### config.mk
export PLATFORM = sky130hd
export DESIGN_NAME = grapheme_boundary_detector_core_flat
export DESIGN_NICKNAME = d
export VERILOG_FILES = /design/src/rtl/gbd_pkg.sv /design/src/rtl/gbd_if.sv /design/src/rtl/gbd_eval.sv /design/src/rtl/gbd_res_queue.sv /design/src/rtl/grapheme_boundary_detector_core.sv /design/src/flat_wrapper.sv
export SDC_FILE = /design/constraint.sdc
export NUM_CORES = 1
export LEC_CHECK = 0
export BUFFER_PORTS_ARGS = -buffer_cell sky130_fd_sc_hd__buf_4
export CAP_MARGIN = 20
export CORE_MARGIN = 2
export CORE_UTILIZATION = 57
export CTS_BUF_LIST = sky130_fd_sc_hd__clkbuf_8
export DETAILED_ROUTE_END_ITERATION = 12
export PLACE_DENSITY = 0.77
export RECOVER_POWER = 50
export SYNTH_ARGS = -nofsm -noshare
export SYNTH_HDL_FRONTEND = slang
export SYNTH_SLANG_ARGS = --single-unit
### constraint.sdc
create_clock -name i_clk -period 3.6 [get_ports i_clk]
set_clock_uncertainty 0.1 [all_clocks]
set_input_delay 1.08 -clock i_clk [delete_from_list [all_inputs] [get_ports i_clk]]
set_output_delay 1.08 -clock i_clk [all_outputs]
set_load 0.005 [all_outputs]
### src/rtl/gbd_pkg.sv
// types, constants and classification functions for the grapheme boundary detector
`timescale 1ns / 1ps
`default_nettype none

package gbd_pkg;

    localparam int OFFSET_BITS = 24;
    localparam int CP_BITS     = 21;
    localparam int LEN_BITS    = 3;

    localparam logic [CP_BITS-1:0] CP_LF       = 21'h00000A;
    localparam logic [CP_BITS-1:0] CP_CR       = 21'h00000D;
    localparam logic [CP_BITS-1:0] CP_ZWJ      = 21'h00200D;
    localparam logic [CP_BITS-1:0] CP_RI_LO    = 21'h01F1E6;
    localparam logic [CP_BITS-1:0] CP_RI_HI    = 21'h01F1FF;
    localparam logic [CP_BITS-1:0] CP_SKIN_LO  = 21'h01F3FB;
    localparam logic [CP_BITS-1:0] CP_SKIN_HI  = 21'h01F3FF;
    localparam logic [CP_BITS-1:0] CP_VS_LO    = 21'h00FE00;
    localparam logic [CP_BITS-1:0] CP_VS_HI    = 21'h00FE0F;
    localparam logic [CP_BITS-1:0] CP_JAMO_L   = 21'h001100;
    localparam logic [CP_BITS-1:0] CP_JAMO_V   = 21'h001160;
    localparam logic [CP_BITS-1:0] CP_JAMO_T   = 21'h0011A8;
    localparam logic [CP_BITS-1:0] CP_JAMO_END = 21'h0011FF;
    localparam logic [CP_BITS-1:0] CP_EMOJI_LO = 21'h01F300;
    localparam logic [CP_BITS-1:0] CP_EMOJI_HI = 21'h01FAFF;

    localparam logic [LEN_BITS-1:0] LEN_MIN = 3'd1;
    localparam logic [LEN_BITS-1:0] LEN_MAX = 3'd4;

    typedef struct packed {
        logic [CP_BITS-1:0]  code_point;
        logic [LEN_BITS-1:0] seq_bytes;
        logic                text_start;
        logic                text_end;
    } t_item;

    typedef struct packed {
        logic [OFFSET_BITS-1:0] boundary_offset;
        logic                   is_text_end;
        logic                   run_last;
    } t_result;

    typedef struct packed {
        logic [CP_BITS-1:0]     prev_cp;
        logic                   prev_regional;
        logic                   run_odd;
        logic [OFFSET_BITS-1:0] byte_pos;
    } t_state;

    // up to two result words produced by one item
    typedef struct packed {
        logic [1:0] count;
        t_result    res0;
        t_result    res1;
    } t_res_pair;

    function automatic logic f_in_rng(input logic [CP_BITS-1:0] c,
                                      input logic [CP_BITS-1:0] lo,
                                      input logic [CP_BITS-1:0] hi);
        return (c >= lo) && (c <= hi);
    endfunction

    function automatic logic f_combining(input logic [CP_BITS-1:0] c);
        return f_in_rng(c, 21'h0300, 21'h036F) || f_in_rng(c, 21'h0483, 21'h0489) ||
               f_in_rng(c, 21'h0591, 21'h05BD) || (c == 21'h05BF) || (c == 21'h05C1) ||
               (c == 21'h05C2) || f_in_rng(c, 21'h05C4, 21'h05C5) || (c == 21'h05C7) ||
               f_in_rng(c, 21'h0610, 21'h061A) || f_in_rng(c, 21'h064B, 21'h065F) ||
               (c == 21'h0670) || f_in_rng(c, 21'h06D6, 21'h06DC) ||
               f_in_rng(c, 21'h06DF, 21'h06E4) || f_in_rng(c, 21'h06E7, 21'h06E8) ||
               f_in_rng(c, 21'h06EA, 21'h06ED) || (c == 21'h0711) ||
               f_in_rng(c, 21'h0730, 21'h074A) || f_in_rng(c, 21'h07A6, 21'h07B0) ||
               f_in_rng(c, 21'h07EB, 21'h07F3) || f_in_rng(c, 21'h0816, 21'h0819) ||
               f_in_rng(c, 21'h081B, 21'h0823) || f_in_rng(c, 21'h0825, 21'h0827) ||
               f_in_rng(c, 21'h0829, 21'h082D) || f_in_rng(c, 21'h0859, 21'h085B) ||
               f_in_rng(c, 21'h0E31, 21'h0E3A) || f_in_rng(c, 21'h0EB1, 21'h0EBC) ||
               f_in_rng(c, 21'h0F71, 21'h0F84) || f_in_rng(c, 21'h1AB0, 21'h1AFF) ||
               f_in_rng(c, 21'h1DC0, 21'h1DFF) || f_in_rng(c, 21'h20D0, 21'h20F0) ||
               (c == 21'h3099) || (c == 21'h309A) || f_in_rng(c, 21'hFE20, 21'hFE2F);
    endfunction

    function automatic logic f_var_selector(input logic [CP_BITS-1:0] c);
        return f_in_rng(c, CP_VS_LO, CP_VS_HI) || f_in_rng(c, 21'h180B, 21'h180D);
    endfunction

    function automatic logic f_regional(input logic [CP_BITS-1:0] c);
        return f_in_rng(c, CP_RI_LO, CP_RI_HI);
    endfunction

    function automatic logic f_emoji_base(input logic [CP_BITS-1:0] c);
        return f_in_rng(c, CP_EMOJI_LO, CP_EMOJI_HI) || f_in_rng(c, 21'h2600, 21'h27BF) ||
               (c == 21'h231A) || (c == 21'h231B) || (c == CP_ZWJ);
    endfunction

endpackage

`default_nettype wire

### src/rtl/gbd_if.sv
// valid/ready channel interfaces for code point input and boundary output
`timescale 1ns / 1ps
`default_nettype none

interface gbd_in_if;
    logic        valid;
    logic        ready;
    logic [20:0] code_point;
    logic [2:0]  seq_bytes;
    logic        text_start;
    logic        text_end;

    modport source (output valid, output code_point, output seq_bytes,
                    output text_start, output text_end, input ready);
    modport sink   (input valid, input code_point, input seq_bytes,
                    input text_start, input text_end, output ready);
endinterface

interface gbd_out_if;
    logic        valid;
    logic        ready;
    logic [23:0] boundary_offset;
    logic        is_text_end;
    logic        run_last;

    modport source (output valid, output boundary_offset, output is_text_end,
                    output run_last, input ready);
    modport sink   (input valid, input boundary_offset, input is_text_end,
                    input run_last, output ready);
endinterface

`default_nettype wire

### src/rtl/gbd_eval.sv
// boundary rules, result words and next state for one code point
`timescale 1ns / 1ps
`default_nettype none

module gbd_eval
    import gbd_pkg::*;
(
    input  wire t_item     i_item,
    input  wire t_state    i_state,
    output t_res_pair      o_res,
    output t_state         o_state
);

    logic [CP_BITS-1:0]     cp;
    logic [CP_BITS-1:0]     prev;
    logic [LEN_BITS-1:0]    len;
    logic                   cur_ri;
    logic                   joined;
    logic                   first_hit;
    logic [OFFSET_BITS-1:0] base;
    logic [OFFSET_BITS:0]   sum;
    logic [OFFSET_BITS-1:0] pos_next;
    logic                   odd_cleared;
    t_result                first_res;
    t_result                end_res;

    assign cp     = i_item.code_point;
    assign prev   = i_state.prev_cp;
    assign cur_ri = f_regional(cp);

    always_comb begin
        if (i_item.seq_bytes < LEN_MIN) begin
            len = LEN_MIN;
        end else if (i_item.seq_bytes > LEN_MAX) begin
            len = LEN_MAX;
        end else begin
            len = i_item.seq_bytes;
        end
    end

    always_comb begin
        joined = 1'b0;
        if ((prev == CP_CR) && (cp == CP_LF)) joined = 1'b1;
        if (f_combining(cp) || f_var_selector(cp)) joined = 1'b1;
        if (f_in_rng(cp, CP_SKIN_LO, CP_SKIN_HI) && f_emoji_base(prev)) joined = 1'b1;
        if ((cp == CP_ZWJ) || (prev == CP_ZWJ)) joined = 1'b1;
        // second indicator of a pair
        if (cur_ri && i_state.prev_regional && i_state.run_odd) joined = 1'b1;
        if (f_in_rng(cp, CP_JAMO_V, CP_JAMO_T - 21'd1) &&
            f_in_rng(prev, CP_JAMO_L, CP_JAMO_T - 21'd1)) joined = 1'b1;
        if (f_in_rng(cp, CP_JAMO_T, CP_JAMO_END) &&
            f_in_rng(prev, CP_JAMO_V, CP_JAMO_END)) joined = 1'b1;
    end

    assign first_hit   = i_item.text_start || !joined;
    assign odd_cleared = first_hit ? 1'b0 : i_state.run_odd;

    // saturating byte counter
    assign base = i_item.text_start ? '0 : i_state.byte_pos;
    assign sum  = {1'b0, base} + {{(OFFSET_BITS + 1 - LEN_BITS){1'b0}}, len};
    assign pos_next = sum[OFFSET_BITS] ? '1 : sum[OFFSET_BITS-1:0];

    always_comb begin
        first_res.boundary_offset = base;
        first_res.is_text_end     = 1'b0;
        first_res.run_last        = !i_item.text_end;
        end_res.boundary_offset   = pos_next;
        end_res.is_text_end       = 1'b1;
        end_res.run_last          = 1'b1;

        o_res.count = {1'b0, first_hit} + {1'b0, i_item.text_end};
        o_res.res1  = end_res;
        o_res.res0  = first_hit ? first_res : end_res;
    end

    always_comb begin
        o_state.prev_cp       = cp;
        o_state.prev_regional = cur_ri;
        o_state.run_odd       = odd_cleared ^ cur_ri;
        o_state.byte_pos      = pos_next;
    end

endmodule

`default_nettype wire

### src/rtl/gbd_res_queue.sv
// two-word result queue that drains one boundary word per cycle while the output is ready
`timescale 1ns / 1ps
`default_nettype none

module gbd_res_queue
    import gbd_pkg::*;
(
    input  wire            i_clk,
    input  wire            i_rst_n,
    input  wire            i_load,
    input  wire t_res_pair i_res,
    output logic           o_can_load,
    gbd_out_if.source      o_out
);

    logic [1:0] r_cnt;
    logic [1:0] n_cnt;
    t_result    r_q0;
    t_result    r_q1;
    t_result    n_q0;
    t_result    n_q1;
    logic       pop;

    assign pop        = (r_cnt != 2'd0) && o_out.ready;
    assign o_can_load = (r_cnt == 2'd0) || ((r_cnt == 2'd1) && pop);

    always_comb begin
        n_cnt = r_cnt;
        n_q0  = r_q0;
        n_q1  = r_q1;
        if (i_load) begin
            // queue is empty after this edge's pop, so overwrite
            n_cnt = i_res.count;
            n_q0  = i_res.res0;
            n_q1  = i_res.res1;
        end else if (pop) begin
            n_cnt = r_cnt - 2'd1;
            n_q0  = r_q1;
        end
    end

    always_ff @(posedge i_clk) begin
        if (!i_rst_n) begin
            r_cnt <= 2'd0;
        end else begin
            r_cnt <= n_cnt;
        end
        r_q0 <= n_q0;
        r_q1 <= n_q1;
    end

    assign o_out.valid           = (r_cnt != 2'd0);
    assign o_out.boundary_offset = r_q0.boundary_offset;
    assign o_out.is_text_end     = r_q0.is_text_end;
    assign o_out.run_last        = r_q0.run_last;

endmodule

`default_nettype wire

### src/rtl/grapheme_boundary_detector_core.sv
// Grapheme cluster boundary detector: takes one decoded code point per word with its
// UTF-8 length and start/end-of-text marks, and emits byte offsets of cluster
// boundaries (offset 0 at text start, the text length after the last code point).
// One code point is accepted every cycle while the queue has room, and is held in the
// input register. The rule logic then writes its 0, 1 or 2 result words into a
// two-word output queue, and the first result is presented from the queue register.
// The queue drains one word a cycle while the output is ready, so an item that causes
// two results holds the input side until its last word is being taken. A stalled
// output fills the queue and then the input register, after which the input stalls.
// The byte offset saturates at its top value.
`timescale 1ns / 1ps
`default_nettype none

module grapheme_boundary_detector_core
    import gbd_pkg::*;
(
    input  wire       i_clk,
    input  wire       i_rst_n,
    gbd_in_if.sink    i_in,
    gbd_out_if.source o_out
);

    logic      r_in_valid;
    t_item     r_item;
    t_state    r_state;
    t_state    n_state;
    t_res_pair res;
    logic      can_load;
    logic      advance;

    assign advance    = r_in_valid && can_load;
    assign i_in.ready = !r_in_valid || advance;

    always_ff @(posedge i_clk) begin
        if (!i_rst_n) begin
            r_in_valid <= 1'b0;
            r_state    <= '0;
        end else begin
            if (i_in.ready) begin
                r_in_valid <= i_in.valid;
            end
            if (advance) begin
                r_state <= n_state;
            end
        end
        if (i_in.ready && i_in.valid) begin
            r_item.code_point <= i_in.code_point;
            r_item.seq_bytes  <= i_in.seq_bytes;
            r_item.text_start <= i_in.text_start;
            r_item.text_end   <= i_in.text_end;
        end
    end

    gbd_eval u_eval (
        .i_item  (r_item),
        .i_state (r_state),
        .o_res   (res),
        .o_state (n_state)
    );

    gbd_res_queue u_queue (
        .i_clk      (i_clk),
        .i_rst_n    (i_rst_n),
        .i_load     (advance),
        .i_res      (res),
        .o_can_load (can_load),
        .o_out      (o_out)
    );

endmodule

`default_nettype wire

### src/flat_wrapper.sv
// flat-port wrapper written by rule: the top's interface ports become plain ports
module grapheme_boundary_detector_core_flat import gbd_pkg::*;
  (i_clk, i_rst_n, i_in_valid, i_in_code_point, i_in_seq_bytes, i_in_text_start, i_in_text_end, i_in_ready, o_out_valid, o_out_boundary_offset, o_out_is_text_end, o_out_run_last, o_out_ready);
  gbd_in_if i_in_i ();
  gbd_out_if o_out_i ();
  input  wire i_clk;
  input  wire i_rst_n;
  input wire logic [$bits(i_in_i.valid)-1:0] i_in_valid;
  input wire logic [$bits(i_in_i.code_point)-1:0] i_in_code_point;
  input wire logic [$bits(i_in_i.seq_bytes)-1:0] i_in_seq_bytes;
  input wire logic [$bits(i_in_i.text_start)-1:0] i_in_text_start;
  input wire logic [$bits(i_in_i.text_end)-1:0] i_in_text_end;
  output wire logic [$bits(i_in_i.ready)-1:0] i_in_ready;
  output wire logic [$bits(o_out_i.valid)-1:0] o_out_valid;
  output wire logic [$bits(o_out_i.boundary_offset)-1:0] o_out_boundary_offset;
  output wire logic [$bits(o_out_i.is_text_end)-1:0] o_out_is_text_end;
  output wire logic [$bits(o_out_i.run_last)-1:0] o_out_run_last;
  input wire logic [$bits(o_out_i.ready)-1:0] o_out_ready;
  assign i_in_i.valid = i_in_valid;
  assign i_in_i.code_point = i_in_code_point;
  assign i_in_i.seq_bytes = i_in_seq_bytes;
  assign i_in_i.text_start = i_in_text_start;
  assign i_in_i.text_end = i_in_text_end;
  assign i_in_ready = i_in_i.ready;
  assign o_out_valid = o_out_i.valid;
  assign o_out_boundary_offset = o_out_i.boundary_offset;
  assign o_out_is_text_end = o_out_i.is_text_end;
  assign o_out_run_last = o_out_i.run_last;
  assign o_out_i.ready = o_out_ready;
  grapheme_boundary_detector_core u_core (.i_clk(i_clk), .i_rst_n(i_rst_n), .i_in(i_in_i), .o_out(o_out_i));
endmodule
==> results.yml <==
clock_network:
  htree_levels: 4
  clkTransAtPathRegs_ns: 0.09
  cts_made_buffers: 17
  ctsHoldBuffers: 0
  cts_max_path_buffers: 2
  clock_sinks: 126
  cts_tree: "yes"
  insertion_delay_ns: 0.46
  root_buffer: "clkbuf_8"
route:
  viasPerCell: 6.913
  antenna_left: 0
  drtPass1Iterations: 6
  drt_iter0_markers: 1695
  drc: 0
  wl_per_cell_um: 23.82
  via_count: 8759
  wirelength_um: 30180
worst_setup_path:
  cpPeakStageDelay_ns: 0.57
  required_ns: 3.69
  end_kind: "flop"
  critical_path.max_fanout: 19
  start_kind: "flop"
  cp_slowest_cell: "or4_4"
  path_delay_family: "simple AND/OR/NAND/NOR gates"
  critical_path_class: "reg2reg"
  arrival_ns: 3.68
  cp_cell_sequence: "or4_4 -> nor3_2 -> a221oi_1 -> buf_4 -> a221oi_1 -> nand4_1 -> nor4b_2 -> buf_4 -> nand4_2 -> buf_12 -> buf_12 -> mux2i_1 -> o21ai_1"
  critPathBufInv: 4
place:
  dpl.hpwl_um: 21040
  place_inst: 1228
  numPortBuffers: 57
  place_ws_ns: -0.04319
  gp_congestion: 1.062
power_and_ir_drop:
  pwr-share-comb_pct: 23.1
  power.share.switching_pct: 34.08
  seq_power_share_pct: 44.8
  p_clk_share_pct: 32.0
  p_leak_uw: 0.003668
  vdd_drop_max_v: 0.0004258
  pwr_density_cell_nw_per_um2: 419.6
  p_sw_uw: 1411
  internal-power_uw: 2730
synthesis:
  yosysWarnings: 0
  synth_fp_nets: 989
  synth_cells: 952
  synth.distinct_cells: 74
  synth-async-reset-ratio_pct: 0
  synthFlopType: "edfxtp_1"
  synth_top_area_share_pct: 28.19
  synth_edf_count: 76
  synth_area_leader_cell: "edfxtp_1"
  synth_area_um2: 8097
  synth_seq_cells: 126
  synthTopCellsByArea: "edfxtp_1, dfxtp_1, nand2_1, a21oi_1, nand3_1"
  yosysSeqAreaShare_pct: 40.55
  avgSynthCellArea_um2: 8.505
global_routing:
  grt_pass1_wl_um: 44870
  grt_pass1_vias: 7892
  gr-usage-all-layers_pct: 39.40
  overflow: 0
  antenna_found_initial: 0
  grt_max_degree: 54
timing:
  finalMaxSlewViolations: 54
  period_needed_ns: 3.590
  tightestPinTransition_ns: 2.190
  finalHoldViolations: 0
  finalSetupViolCount: 0
  fin_crit_sh_pct: 99.73
  worst_slack_ns: 0.009617
  fmax_mhz: 278.5
  maxSlewHeadroom_pct: -46.01
floorplanning:
  io-pin-count: 58
  start_util_pct: 58.33
  die_w_um: 123.2
  die_area_um2: 15170
  rows: 43
  die_y_um: 123.2
  core-area_um2: 13880
finish:
  filler_cell_count: 1011
  final_cells: 1267
  fin_util_pct: 71.09
  area_delta_synth_final_pct: 21.88
  nNetsFinal: 1111
  antenna_cells: 0
  final_layout_size_suffix_gt1_share_pct: 21.44
status:
  status: "complete, but fails checks"
  violations: "max-capacitance violations, max-slew violations"
worst_hold_path:
  hold_class: "reg2reg"
run:
  max_cap_violations: 1
[Yosys cell counts, types with 11 or more instances]
master	instances
nand2_1	143
clkbuf_1	50
inv_1	19
nor4_1	27
or3_1	12
o21ai_1	24
nand4_1	30
a21boi_0	24
nand3_1	46
xnor2_1	11
dfxtp_1	50
mux2i_1	20
nor3_1	24
nor2b_1	27
o21ai_0	35
nor2_1	54
buf_2	11
and3_1	19
edfxtp_1	76
a21oi_1	50
[worst paths after layout]
kind                            depth (start not counted)  slack (ns)          startpoint                                 endpoint
worst max register to register                         13        0.01   u_core.r_item[12]  u_core.u_queue.o_out.boundary_offset[0]
worst max-delay path                                   13        0.01   u_core.r_item[12]  u_core.u_queue.o_out.boundary_offset[0]
worst min-delay path                                    2        0.37  u_core.r_state[45]                       u_core.r_state[45]
worst min register to register                          2        0.37  u_core.r_state[45]                       u_core.r_state[45]
[power groups by stage]
stage | clock, µW | combinational, µW | sequential [µW]
floorplan | 0 | 514 | 1850
detailed placement | 0 | 927 | 1880
finish | 1330 | 958 | 1860
global route | 1380 | 1030 | 1870
CTS | 1330 | 933 | 1850
global placement | 0 | 904 | 1870
[flip-flops by register name, summed over array words and instances (netlist names)]
signal	cells
u_core.r_in_valid	1
u_core.r_item	26
u_core.r_state	47
u_core.u_queue.o_out.boundary_offset	24
u_core.u_queue.o_out.is_text_end	1
u_core.u_queue.o_out.run_last	1
u_core.u_queue.r_cnt	2
u_core.u_queue.r_q1	24
[per-layer routing]
layer | wire [µm] | track usage, % | vias up
li1 | - | - | 3803
met1 | 11950 | 55.16 | 4131
met2 | 13240 | 58.55 | 714
met3 | 3962 | 10.89 | 111
met4 | 1023 | 13.71 | 0
met5 | 0 | 0 | -
[cell type report]
type                            count  area, µm²  share of cell area (%)
Clock inverter                     15      176.4                   1.788
Clock buffer                       17      234.0                   2.371
Tap cell                          180      225.2                   2.282
Inverter                           19      71.32                  0.7227
Sequential cell                   126       3283                   33.27
Timing Repair Buffer              173       1338                   13.55
Multi-Input combinational cell    737       4541                   46.01
[metrics by stage]
step | instance area (µm²) | TNS, ns | hold slack, ns | total power (µW)
3_5_place_dp | 9358 | -0.07808 | 0.3609 | 2807
5_1_grt | 9868 | -0.04209 | 0.4034 | 4280
2_1_floorplan | 8098 | 0 | 0.3363 | 2361
6_report | 9868 | 0 | 0.3746 | 4141
4_1_cts | 9783 | 0 | 0.3717 | 4111
3_3_place_gp | 9358 | 0 | 0.3450 | 2779
[logic make-up after synthesis]
group	count (synthesis)	synth area share, %
adder cells (fa/ha/maj)	7	1.174
flip-flops	126	40.55
buffers and inverters	89	4.435
XOR/XNOR	20	2.164
AO/OA/AOI/OAI	218	17.49
multiplexers	21	2.612
AND/OR/NAND/NOR	471	31.57
[worst register-to-register path: stages (launching register included)]
cell and delay (ns):
edfxtp_1 0.39, or4_4 0.57, nor3_2 0.15, a221oi_1 0.14
buf_4 0.16, a221oi_1 0.26, nand4_1 0.19, nor4b_2 0.35
buf_4 0.17, nand4_2 0.12, buf_12 0.20, buf_12 0.15
mux2i_1 0.23, o21ai_1 0.14
[what timing repair did]
| item | CTS | global route |
|---|---|---|
| setup buffers | 0 | 6 |
| setup endpoints to repair | 4 | 29 |
| gates resized for setup | 2 | 18 |
| pin swaps | 0 | 3 |
[cells in the final DEF, fill, tap and decap left out, drive strengths merged, types with 11 or more instances in the layout]
| cell | Yosys | final |
|---|---|---|
| a21boi | 24 | 24 |
| a21oi | 50 | 50 |
| and3 | 19 | 19 |
| buf | 20 | 116 |
| clkbuf | 50 | 74 |
| dfxtp | 50 | 50 |
| edfxtp | 76 | 76 |
| inv | 19 | 26 |
| mux2i | 20 | 20 |
| nand2 | 144 | 144 |
| nand3 | 46 | 46 |
| nand4 | 32 | 32 |
| nor2 | 55 | 55 |
| nor2b | 27 | 27 |
| nor3 | 25 | 25 |
| nor4 | 32 | 32 |
| o21ai | 60 | 60 |
| or3 | 12 | 12 |
| xnor2 | 11 | 11 |
Power figures use the tool's default switching activity.
